--- src/rtl/rgbhsv_pkg.sv ---
// Shared types, constants and sizing for the RGB to HSV/HSL converter.
// No dependencies; every other file in rtl/ imports this package.
package rgbhsv_pkg;

   localparam int CHANNEL_BITS = 8;
   localparam int FRAC_BITS    = 16;

   localparam logic [CHANNEL_BITS-1:0] CH_FULL   = {CHANNEL_BITS{1'b1}};
   localparam logic [FRAC_BITS-1:0]    FRAC_FULL = {FRAC_BITS{1'b1}};
   localparam int LEVEL_MUL_INT = ((1 << FRAC_BITS) - 1) / ((1 << CHANNEL_BITS) - 1);
   localparam int LEVEL_MUL_BITS = FRAC_BITS - CHANNEL_BITS + 1;
   localparam logic [LEVEL_MUL_BITS-1:0] LEVEL_MUL = LEVEL_MUL_BITS'(LEVEL_MUL_INT);

   // hue divisor 6*C and the running remainder
   localparam int HNUM_BITS = CHANNEL_BITS + 3;
   localparam int HREM_BITS = CHANNEL_BITS + 4;
   // saturation dividend C*FRAC_FULL, divisor up to CH_FULL
   localparam int SNUM_BITS = CHANNEL_BITS + FRAC_BITS;
   localparam int SDEN_BITS = CHANNEL_BITS + 1;
   localparam int SREM_BITS = CHANNEL_BITS + 2;

   localparam int STEPS_PER_STAGE = 4;
   localparam int DIV_STAGES = (SNUM_BITS + STEPS_PER_STAGE - 1) / STEPS_PER_STAGE;
   localparam int TOTAL_STEPS = DIV_STAGES * STEPS_PER_STAGE;
   localparam int HUE_START = TOTAL_STEPS - FRAC_BITS;
   localparam int SAT_START = TOTAL_STEPS - SNUM_BITS;

   localparam int QUEUE_DEPTH = 2;
   localparam int QPTR_BITS = $clog2(QUEUE_DEPTH);
   localparam int QCNT_BITS = $clog2(QUEUE_DEPTH + 1);

   localparam logic MODE_HSV = 1'b0;
   localparam logic MODE_HSL = 1'b1;

   typedef struct packed {
      logic [CHANNEL_BITS-1:0] red;
      logic [CHANNEL_BITS-1:0] green;
      logic [CHANNEL_BITS-1:0] blue;
   } pixel_type;

   typedef struct packed {
      logic [FRAC_BITS-1:0] hue;
      logic [FRAC_BITS-1:0] saturation;
      logic [FRAC_BITS-1:0] level;
   } color_type;

   typedef struct packed {
      logic [HNUM_BITS-1:0] hue_num;
      logic [HNUM_BITS-1:0] hue_den;
      logic [SNUM_BITS-1:0] sat_num;
      logic [SDEN_BITS-1:0] sat_den;
      logic [FRAC_BITS-1:0] level;
   } work_type;

   typedef struct packed {
      logic [HNUM_BITS-1:0] hrem;
      logic [HNUM_BITS-1:0] hden;
      logic [FRAC_BITS-1:0] hq;
      logic [SDEN_BITS-1:0] srem;
      logic [SDEN_BITS-1:0] sden;
      logic [SNUM_BITS-1:0] sdiv;
      logic [FRAC_BITS-1:0] sq;
      logic [FRAC_BITS-1:0] level;
   } stage_type;

endpackage

--- src/rtl/rgb_to_hsv_hsl_core.sv ---
// Top level of the RGB to HSV/HSL converter: front end, request queue,
// divider pipeline and mode register. Depends on rgbhsv_pkg and the rgbhsv_* modules.
//
//  channel  ports                            direction  meaning
//  req      req_valid req_stall req_data     in         one RGB pixel
//  rsp      rsp_valid rsp_stall rsp_data     out        hue, saturation, level
//  csr      csr_valid csr_ready csr_data     in         mode: 0 HSV, 1 HSL
//
// One pixel per cycle sustained while rsp_stall is low; a request is written into
// a queue entry, moves from the queue into the first divider stage and then
// through each further stage to rsp_valid (DIV_STAGES = 6 stages of four
// quotient bits each, set by the 24-bit saturation dividend).
// Reset clears the queue, the pipeline valids and mode; no clearing pass.
// rsp_stall with rsp_valid holds the whole divider pipeline; the two-entry queue absorbs
// requests until it fills, then req_stall rises.
module rgb_to_hsv_hsl_core (
   input  logic                  clock,
   input  logic                  reset,
   input  logic                  req_valid,
   output logic                  req_stall,
   input  rgbhsv_pkg::pixel_type req_data,
   output logic                  rsp_valid,
   input  logic                  rsp_stall,
   output rgbhsv_pkg::color_type rsp_data,
   input  logic                  csr_valid,
   output logic                  csr_ready,
   input  logic                  csr_data
);
   import rgbhsv_pkg::*;

   logic     mode_ff, mode_in;
   work_type front_work, head_work;
   logic     q_full, q_empty, q_push, q_pop;

   assign csr_ready = 1'b1;
   assign mode_in   = (csr_valid && csr_ready) ? csr_data : mode_ff;

   always_ff @(posedge clock) begin
      if (reset) begin
         mode_ff <= MODE_HSV;
      end else begin
         mode_ff <= mode_in;
      end
   end

   rgbhsv_front u_front (
      .pixel (req_data),
      .mode  (mode_ff),
      .work  (front_work)
   );

   assign req_stall = q_full;
   assign q_push    = req_valid && !q_full;

   rgbhsv_queue u_queue (
      .clock     (clock),
      .reset     (reset),
      .push      (q_push),
      .push_data (front_work),
      .pop       (q_pop),
      .full      (q_full),
      .empty     (q_empty),
      .head      (head_work)
   );

   rgbhsv_divpipe u_divpipe (
      .clock     (clock),
      .reset     (reset),
      .in_valid  (!q_empty),
      .in_work   (head_work),
      .in_take   (q_pop),
      .out_valid (rsp_valid),
      .out_stall (rsp_stall),
      .out_color (rsp_data)
   );

endmodule

--- src/rtl/rgbhsv_front.sv ---
// Front end: max/min/chroma, hue sector, divider operands and level.
// Depends on rgbhsv_pkg.
module rgbhsv_front (
   input  rgbhsv_pkg::pixel_type pixel,
   input  logic                  mode,
   output rgbhsv_pkg::work_type  work
);
   import rgbhsv_pkg::*;

   logic [CHANNEL_BITS-1:0]   hi, lo;
   logic [CHANNEL_BITS-1:0]   c;
   logic [CHANNEL_BITS:0]     sum;
   logic [HNUM_BITS-1:0]      r_w, g_w, b_w, c_w, num;
   logic [SDEN_BITS-1:0]      den;
   logic [FRAC_BITS:0]        lprod;

   always_comb begin
      hi = pixel.red;
      lo = pixel.red;
      if (pixel.green > hi) hi = pixel.green;
      if (pixel.blue > hi) hi = pixel.blue;
      if (pixel.green < lo) lo = pixel.green;
      if (pixel.blue < lo) lo = pixel.blue;
      c   = hi - lo;
      sum = {1'b0, hi} + {1'b0, lo};

      r_w = HNUM_BITS'(pixel.red);
      g_w = HNUM_BITS'(pixel.green);
      b_w = HNUM_BITS'(pixel.blue);
      c_w = HNUM_BITS'(c);

      // sector numerators, all nonnegative and below 6C
      if (pixel.green == hi) begin
         num = b_w + (c_w << 1) - r_w;
      end else if (pixel.blue == hi) begin
         num = (c_w << 2) + r_w - g_w;
      end else if (pixel.green >= pixel.blue) begin
         num = g_w - b_w;
      end else begin
         num = (c_w << 2) + (c_w << 1) + g_w - b_w;
      end

      if (c == '0) begin
         work.hue_num = '0;
         work.hue_den = HNUM_BITS'(1);
      end else begin
         work.hue_num = num;
         work.hue_den = (c_w << 2) + (c_w << 1);
      end

      if (mode == MODE_HSV) begin
         den = SDEN_BITS'(hi);
      end else if (sum <= {1'b0, CH_FULL}) begin
         den = sum;
      end else begin
         den = {CH_FULL, 1'b0} - sum;
      end

      // black, or white in HSL, leaves a zero divisor: force saturation 0
      if (den == '0) begin
         work.sat_num = '0;
         work.sat_den = SDEN_BITS'(1);
      end else begin
         work.sat_num = SNUM_BITS'(c) * SNUM_BITS'(FRAC_FULL);
         work.sat_den = den;
      end

      if (mode == MODE_HSV) begin
         lprod = (FRAC_BITS+1)'(hi) * (FRAC_BITS+1)'(LEVEL_MUL);
         work.level = lprod[FRAC_BITS-1:0];
      end else begin
         lprod = (FRAC_BITS+1)'(sum) * (FRAC_BITS+1)'(LEVEL_MUL);
         work.level = lprod[FRAC_BITS:1];
      end
   end

endmodule

--- src/rtl/rgbhsv_queue.sv ---
// Two-entry request queue between the front end and the divider pipeline.
// Depends on rgbhsv_pkg.
module rgbhsv_queue (
   input  logic                 clock,
   input  logic                 reset,
   input  logic                 push,
   input  rgbhsv_pkg::work_type push_data,
   input  logic                 pop,
   output logic                 full,
   output logic                 empty,
   output rgbhsv_pkg::work_type head
);
   import rgbhsv_pkg::*;

   work_type             mem [QUEUE_DEPTH];
   logic [QPTR_BITS-1:0] wr_ff, wr_in, rd_ff, rd_in;
   logic [QCNT_BITS-1:0] count_ff, count_in;

   always_comb begin
      wr_in    = push ? wr_ff + 1'b1 : wr_ff;
      rd_in    = pop ? rd_ff + 1'b1 : rd_ff;
      count_in = count_ff + QCNT_BITS'(push) - QCNT_BITS'(pop);
   end

   always_ff @(posedge clock) begin
      if (reset) begin
         wr_ff    <= '0;
         rd_ff    <= '0;
         count_ff <= '0;
      end else begin
         wr_ff    <= wr_in;
         rd_ff    <= rd_in;
         count_ff <= count_in;
      end
   end

   always_ff @(posedge clock) begin
      if (push) begin
         mem[wr_ff] <= push_data;
      end
   end

   assign full  = (count_ff == QCNT_BITS'(QUEUE_DEPTH));
   assign empty = (count_ff == '0);
   assign head  = mem[rd_ff];

   a_no_overflow: assert property (@(posedge clock) disable iff (reset)
      full |-> !push) else $error("queue push while full");
   a_no_underflow: assert property (@(posedge clock) disable iff (reset)
      empty |-> !pop) else $error("queue pop while empty");
   a_count_bound: assert property (@(posedge clock) disable iff (reset)
      count_ff <= QCNT_BITS'(QUEUE_DEPTH)) else $error("queue count out of range");

endmodule

--- src/rtl/rgbhsv_divpipe.sv ---
// Back end: pipelined restoring dividers for hue and saturation, up to four
// quotient bits per stage, with the final stage as the output register.
// Depends on rgbhsv_pkg.
module rgbhsv_divpipe (
   input  logic                  clock,
   input  logic                  reset,
   input  logic                  in_valid,
   input  rgbhsv_pkg::work_type  in_work,
   output logic                  in_take,
   output logic                  out_valid,
   input  logic                  out_stall,
   output rgbhsv_pkg::color_type out_color
);
   import rgbhsv_pkg::*;

   stage_type stage_ff [DIV_STAGES];
   stage_type stage_in [DIV_STAGES];
   logic [DIV_STAGES-1:0] valid_ff, valid_in;
   logic                  advance;
   stage_type             src;
   logic [HREM_BITS-1:0]  ht;
   logic [SREM_BITS-1:0]  st;

   // whole pipeline moves together; hold it while the result is stalled
   assign advance = !valid_ff[DIV_STAGES-1] || !out_stall;
   assign in_take = advance && in_valid;

   always_comb begin
      for (int s = 0; s < DIV_STAGES; s++) begin
         if (s == 0) begin
            src.hrem  = in_work.hue_num;
            src.hden  = in_work.hue_den;
            src.hq    = '0;
            src.srem  = '0;
            src.sden  = in_work.sat_den;
            src.sdiv  = in_work.sat_num;
            src.sq    = '0;
            src.level = in_work.level;
            valid_in[s] = in_valid;
         end else begin
            src = stage_ff[s-1];
            valid_in[s] = valid_ff[s-1];
         end
         for (int j = 0; j < STEPS_PER_STAGE; j++) begin
            if (s * STEPS_PER_STAGE + j >= HUE_START) begin
               ht = {src.hrem, 1'b0};
               if (ht >= HREM_BITS'(src.hden)) begin
                  src.hrem = HNUM_BITS'(ht - HREM_BITS'(src.hden));
                  src.hq   = {src.hq[FRAC_BITS-2:0], 1'b1};
               end else begin
                  src.hrem = HNUM_BITS'(ht);
                  src.hq   = {src.hq[FRAC_BITS-2:0], 1'b0};
               end
            end
            if (s * STEPS_PER_STAGE + j >= SAT_START) begin
               st = {src.srem, src.sdiv[SNUM_BITS-1]};
               src.sdiv = {src.sdiv[SNUM_BITS-2:0], 1'b0};
               if (st >= SREM_BITS'(src.sden)) begin
                  src.srem = SDEN_BITS'(st - SREM_BITS'(src.sden));
                  src.sq   = {src.sq[FRAC_BITS-2:0], 1'b1};
               end else begin
                  src.srem = SDEN_BITS'(st);
                  src.sq   = {src.sq[FRAC_BITS-2:0], 1'b0};
               end
            end
         end
         stage_in[s] = src;
      end
   end

   always_ff @(posedge clock) begin
      if (reset) begin
         valid_ff <= '0;
      end else if (advance) begin
         valid_ff <= valid_in;
      end
   end

   always_ff @(posedge clock) begin
      if (advance) begin
         for (int s = 0; s < DIV_STAGES; s++) begin
            stage_ff[s] <= stage_in[s];
         end
      end
   end

   assign out_valid            = valid_ff[DIV_STAGES-1];
   assign out_color.hue        = stage_ff[DIV_STAGES-1].hq;
   assign out_color.saturation = stage_ff[DIV_STAGES-1].sq;
   assign out_color.level      = stage_ff[DIV_STAGES-1].level;

   a_hold_result: assert property (@(posedge clock) disable iff (reset)
      out_valid && out_stall |=> out_valid && $stable(out_color))
      else $error("stalled result changed");
   a_take_needs_room: assert property (@(posedge clock) disable iff (reset)
      in_take |-> !(valid_ff[DIV_STAGES-1] && out_stall))
      else $error("pipeline took work while blocked");
   a_fill_moves: assert property (@(posedge clock) disable iff (reset)
      in_take |=> valid_ff[0]) else $error("taken request lost in first stage");

endmodule

--- config.mk ---
export PLATFORM = sky130hd
export DESIGN_NAME = rgb_to_hsv_hsl_core
export DESIGN_NICKNAME = d
export VERILOG_FILES = /design/src/rtl/rgbhsv_pkg.sv /design/src/rtl/rgb_to_hsv_hsl_core.sv /design/src/rtl/rgbhsv_front.sv /design/src/rtl/rgbhsv_queue.sv /design/src/rtl/rgbhsv_divpipe.sv
export SDC_FILE = /design/constraint.sdc
export NUM_CORES = 2
export LEC_CHECK = 0
export BUFFER_PORTS_ARGS = -buffer_cell sky130_fd_sc_hd__buf_2
export CORE_MARGIN = 3
export CORE_UTILIZATION = 54
export CTS_BUF_LIST = sky130_fd_sc_hd__clkbuf_8
export DETAILED_ROUTE_END_ITERATION = 8
export MAX_ROUTING_LAYER = met4
export PLACE_DENSITY = 0.7
export REMOVE_ABC_BUFFERS = 1
export SLEW_MARGIN = 15
export SYNTH_ARGS = -nofsm -noshare
export SYNTH_HDL_FRONTEND = slang
export SYNTH_SLANG_ARGS = --single-unit
--- constraint.sdc ---
create_clock -name clock -period 30.5 [get_ports clock]
set_input_delay 1.525 -clock clock [delete_from_list [all_inputs] [get_ports clock]]
set_output_delay 1.525 -clock clock [all_outputs]
set_load 0.01 [all_outputs]
# Yosys cells after proc, flatten, opt, wreduce, memory -nomap -nowiden
# Memories as Yosys holds them, arrays and structs flattened. A register that Yosys moved wholly into a read port is not among the register bits.
# Index checks and enable logic that the tools add are counted.
# classes
n_mux	98
n_addsub	55
eq_ne	3
mul	3
n_bitwise	0
n_div	0
order_cmp	46
reduce_logical	10
shifts	0
# ops
op	n
$mux 9	26
$ge 10x9->1	23
$mux 11	19
$sub 9x9->9	23
$ge 12x11->1	16
$sub 11x11->11	16
$mux 1	46
$mux 33	1
$sub 11x8->11	3
$mux 8	4
$mul 8x16->24 const B	1
$mux 22	1
$mul 9x9->17 const B	1
$eq 8x8->1	2
$gt 8x8->1	2
$lt 8x8->1	2
$mul 8x9->16 const B	1
$mux 16	1
$add 10x8->11	1
$add 10x9->11	1
$add 11x8->11	1
$add 8x9->10	1
$add 8x8->9	1
$ge 1x9->1	1
other kinds (16)	21
# word_totals
ramBits	790
output_inout_bits	51
mem_count	2
mem_bits_ro	0
inputBits	30
latch_bits	0
wordCells	222
register_bits	11
# mem_list
name	words	width	read_ports	rd_ports_with_merged_regs	wr	line_no	source
u_divpipe.stage_ff	6	108	6	0	6	rgbhsv_divpipe.sv:16	stage_type stage_ff [DIV_STAGES];
u_queue.mem	2	71	1	1	1	rgbhsv_queue.sv:15	work_type mem [QUEUE_DEPTH];

# Longest topological paths before layout
# depth
word_depth	12
depth_mapped	47
mapped_depth_nobuf	44

# By module
# Synthesis repeated with hierarchy kept, for this count alone.
# hier_totals
cells_unflattened	4348
hier_area_um2	45936.6
# modules_own_cells
mod	area_each_um2	seq_area_each_um2	instances	cells_each
rgbhsv_divpipe	33075.5	13212.7	1	3137
rgbhsv_front	7111.8	0.0	1	962
rgbhsv_queue	5694.2	4364.2	1	242
rgb_to_hsv_hsl_core	55.1	20.0	1	7

# Worst setup path before layout
# No wires, ideal clock.
# synth_path
kind	input port to flip-flop
from	input port rsp_stall
to	register u_queue.count_ff[1]
setup_slack_ns	16.705
path_buffers	0
t_arrival_ns	13.667
required_ns	30.372
stages	9
setup_time_ns	0.128
path_cell_list	nand2_1 o21ai_0 inv_1 ha_1 inv_1 ha_1 xor2_1 xnor2_1 nor2_1
# synth_between
elab_chain_cells	4
# synth_lines
element	line_no	source
from (decl)	rgb_to_hsv_hsl_core.sv:23	input logic rsp_stall,
$logic_not 1->1	rgbhsv_divpipe.sv:25	assign advance = !valid_ff[DIV_STAGES-1] || !out_stall;
$logic_or 1x1->1	rgbhsv_divpipe.sv:25	
$logic_and 1x1->1	rgbhsv_divpipe.sv:26	assign in_take = advance && in_valid;
via q_pop	rgb_to_hsv_hsl_core.sv:33	logic q_full, q_empty, q_push, q_pop;
$sub 2x1->2	rgbhsv_queue.sv:22	count_in = count_ff + QCNT_BITS'(push) - QCNT_BITS'(pop);
to (signal assigned)	rgbhsv_queue.sv:33	count_ff <= count_in;
to (decl)	rgbhsv_queue.sv:17	logic [QCNT_BITS-1:0] count_ff, count_in;
# The timed path passes the listed nets, and every way through them passes these cells.
# A chain may end at the register's enable or synchronous reset.

==> impl_metrics.csv <==
group,metric,value,unit
run_status,status,"completed",
floorplanning,ios,81,
clocking,worstSkewPairLatency,0.74,ns
routing,wl_met2,45.24,mm
synthesis,netlist_area,44800,um2
floorplanning,die_y,294.0,um
synthesis,synth_top_family_by_area,"adder cells",
floorplanning,num_rows,105,
worst_setup_path,critical_path_required,30.94,ns
sta,hold_viol,0,
global_routing,grtUsageTotal,0.2319,
worst_setup_path,crit_slowest_cell,"fa_1",
sta,setup_viol,0,
global_routing,first_global_vias,31629,
clocking,cts_tree,"done",
routing,firstDrtPassIters,5,
sta,drv_slew,0,
min_path,min_path_cells,0,
clocking,h-tree-depth,3,
clocking,clockBufferDepth,3,
floorplanning,core,82110,um2
synthesis,yosys.area_share.simple,0.1066,
placed_design,globalplace.congestion,0.9301,
synthesis,synth_flop_cell,"edfxtp_1",
synthesis,synthTopCellsByCount,"edfxtp_1 (578), ha_1 (516), inv_1 (367)",
sta,finClkSkew,0.05583,ns
clocking,cts-root-buf,"clkbuf_8",
sta,worstMarginPinSlew,1.022,ns
routing,wirelength,96.82,mm
worst_setup_path,critical_path_arrival,12.18,ns
global_routing,antenna_found_initial,5,
synthesis,synth_edf_count,578,
routing,wire_per_inst,17.50,um
sta,rsz0062_at_grt,"false",
synthesis,yosys.area_share.adder,0.1772,
worst_setup_path,cp_common_cell,"inv_1",
layout,drive_gt1_frac,0.1209,
placed_design,hpwl,73.55,mm
synthesis,yosysTopAreaCellShare,0.3874,
worst_setup_path,crit_type,"in2reg",
synthesis,synth_xor_area_frac,0.06504,
global_routing,grt_max_degree,78,
sta,setup_tns,0,ns
min_path,hold_path.class,"reg2reg",
sta,fin_crit,11.74,ns
layout,multi_input_area,25540,um2
synthesis,ys_seq_elements,590,
placed_design,port_buffers,79,
sta,max_slew_margin,0.3189,
sta,holdWs,0.3888,ns
routing,drc,0,
synthesis,yosysSeqAreaShare,0.3928,
synthesis,synthTopCellsByArea,"edfxtp_1 (39%), ha_1 (14%), mux2_2 (5.3%), xnor2_1 (4.2%), fa_1 (3.3%)",
routing,vias,31806,
routing,ant_nets,0,
routing,wl_met1,44.15,mm
floorplanning,initial_core_util,0.5456,
synthesis,synth_mux_area_frac,0.06792,
routing,avgViaCountPerCell,5.748,
floorplanning,die_w,294.0,um
clocking,numCtsBuffers,100,
synthesis,async_flop_share,0,
routing,drt_iter0_markers,2032,
worst_setup_path,end_kind,"flop",
synthesis,synth_most_common_cell,"edfxtp_1",
global_routing,grt_pass1_wl,159.6,mm
floorplanning,die-area,86460,um2
sta,fmax,85.19,MHz
layout,fillers,6836,
synthesis,synth.avg_cell_area,10.58,um2
synthesis,synth_cell_types,107,
synthesis,ys_warn_count,0,
clocking,cts_hold_buf,0,
clocking,clock-sinks,590,
clocking,clk_pin_slew,0.06,ns
routing,route.met3.wl,4.390,mm
clocking,ctsResizeCount,0,
routing,routed.top_layer,"met4",
worst_setup_path,cp-start-kind,"input port",
layout,layout.nets,4998,
layout,final-seq-area,17600,um2
worst_setup_path,reg2reg_depth,35,
sta,fin_crit_sh,0.3849,
worst_setup_path,slowest_delay,0.80,ns
job,drv_cap,0,
worst_setup_path,path_max_fanout,14,
synthesis,synth_compound_area_frac,0.1523,
clocking,post_cts_buffers,0,
global_routing,grt-ovfl-total,0,
layout,area_growth,8.426,%
synthesis,synth_top_cell_by_area,"edfxtp_1",
synthesis,synthCells,4233,
==> registers in the layout, indices dropped and copies added (netlist names), named ones only <==
register / cells
u_queue.rd_ff: 1
u_queue.mem: 142
u_queue.count_ff: 2
u_divpipe.valid_ff: 6
u_queue.wr_ff: 1
mode_ff: 1
u_divpipe.stage_ff: 436
==> cell type report <==
| type | instances | share of cell area |
|---|---|---|
| Multi-Input combinational cell | 3204 | 0.5258 |
| Timing Repair Buffer | 110 | 0.01293 |
| Clock inverter | 78 | 0.01319 |
| Tap cell | 1070 | 0.02756 |
| Antenna cell | 6 | 0.0003091 |
| Inverter | 372 | 0.02875 |
| Clock buffer | 103 | 0.02918 |
| Sequential cell | 590 | 0.3623 |
==> layout by cell type, fill, tap and decap left out, drive strengths merged, types with 16 or more instances in the layout <==
cell type  instances
clkinv            34
o211ai            17
nor2             276
nand2b            62
a21o             149
o21a              45
o31ai             25
a21oi            297
xnor2            214
o21ai            244
a211oi            31
edfxtp           578
mux2             213
buf              110
nand3             58
nor3              73
nor4              22
a21boi            16
or3               26
or2               23
a31oi             26
clkbuf           103
and2              23
nand2            216
nand4             57
mux2i             64
o21bai            41
xor2             117
nor2b             85
fa                74
and3              20
ha               516
inv              402
==> critical path, delay by kind of cell <==
family / cells / cell delay, ns
AO/OA/AOI/OAI: 14 / 3.16
adder cells (fa/ha/maj): 9 / 3.85
AND/OR/NAND/NOR: 8 / 1.72
multiplexers: 1 / 0.39
buffers and inverters: 9 / 1.06
XOR/XNOR: 2 / 0.44
==> cells by family (layout without fill, tap and decap cells) <==
family | Yosys count | count (layout)
buffers and inverters | 439 | 663
AO/OA/AOI/OAI | 1036 | 1036
multiplexers | 277 | 277
other | 1 | 7
adder cells (fa/ha/maj) | 590 | 590
flip-flops | 590 | 590
AND/OR/NAND/NOR | 969 | 969
XOR/XNOR | 331 | 331
==> stage by stage <==
step                cells    util  worst slack (ns)  area (um2)
floorplan            4166       -             16.72       44490
global placement     5346  0.5664             18.28       46500
detailed placement   5346  0.5664             18.10       46500
CTS                  5527  0.5914             18.87       48560
global route         5532  0.5916             17.83       48570
finish               5533  0.5916             18.76       48580
==> path summary, 6_finish.rpt <==
kind / slack [ns] / start / endpoint
setup reg to reg: 19.30 / u_divpipe.stage_ff[3][86] / u_divpipe.stage_ff[4][99]
setup / recovery: 18.76 / req_data[9] / u_queue.mem[1][47]
hold reg to reg: 0.39 / u_divpipe.stage_ff[1][40] / u_divpipe.stage_ff[2][44]
hold / removal: 0.39 / u_divpipe.stage_ff[1][40] / u_divpipe.stage_ff[2][44]
==> layer usage <==
| metal | vias up | GRT usage |
|---|---|---|
| li1 | 15913 | - |
| met1 | 15045 | 0.2942 |
| met2 | 648 | 0.3780 |
| met3 | 200 | 0.03766 |
| met4 | 0 | 0.08143 |
| met5 | - | - |
Power is not shown: default switching activity piles up to over one toggle a cycle in this logic, so the estimate is an artifact.
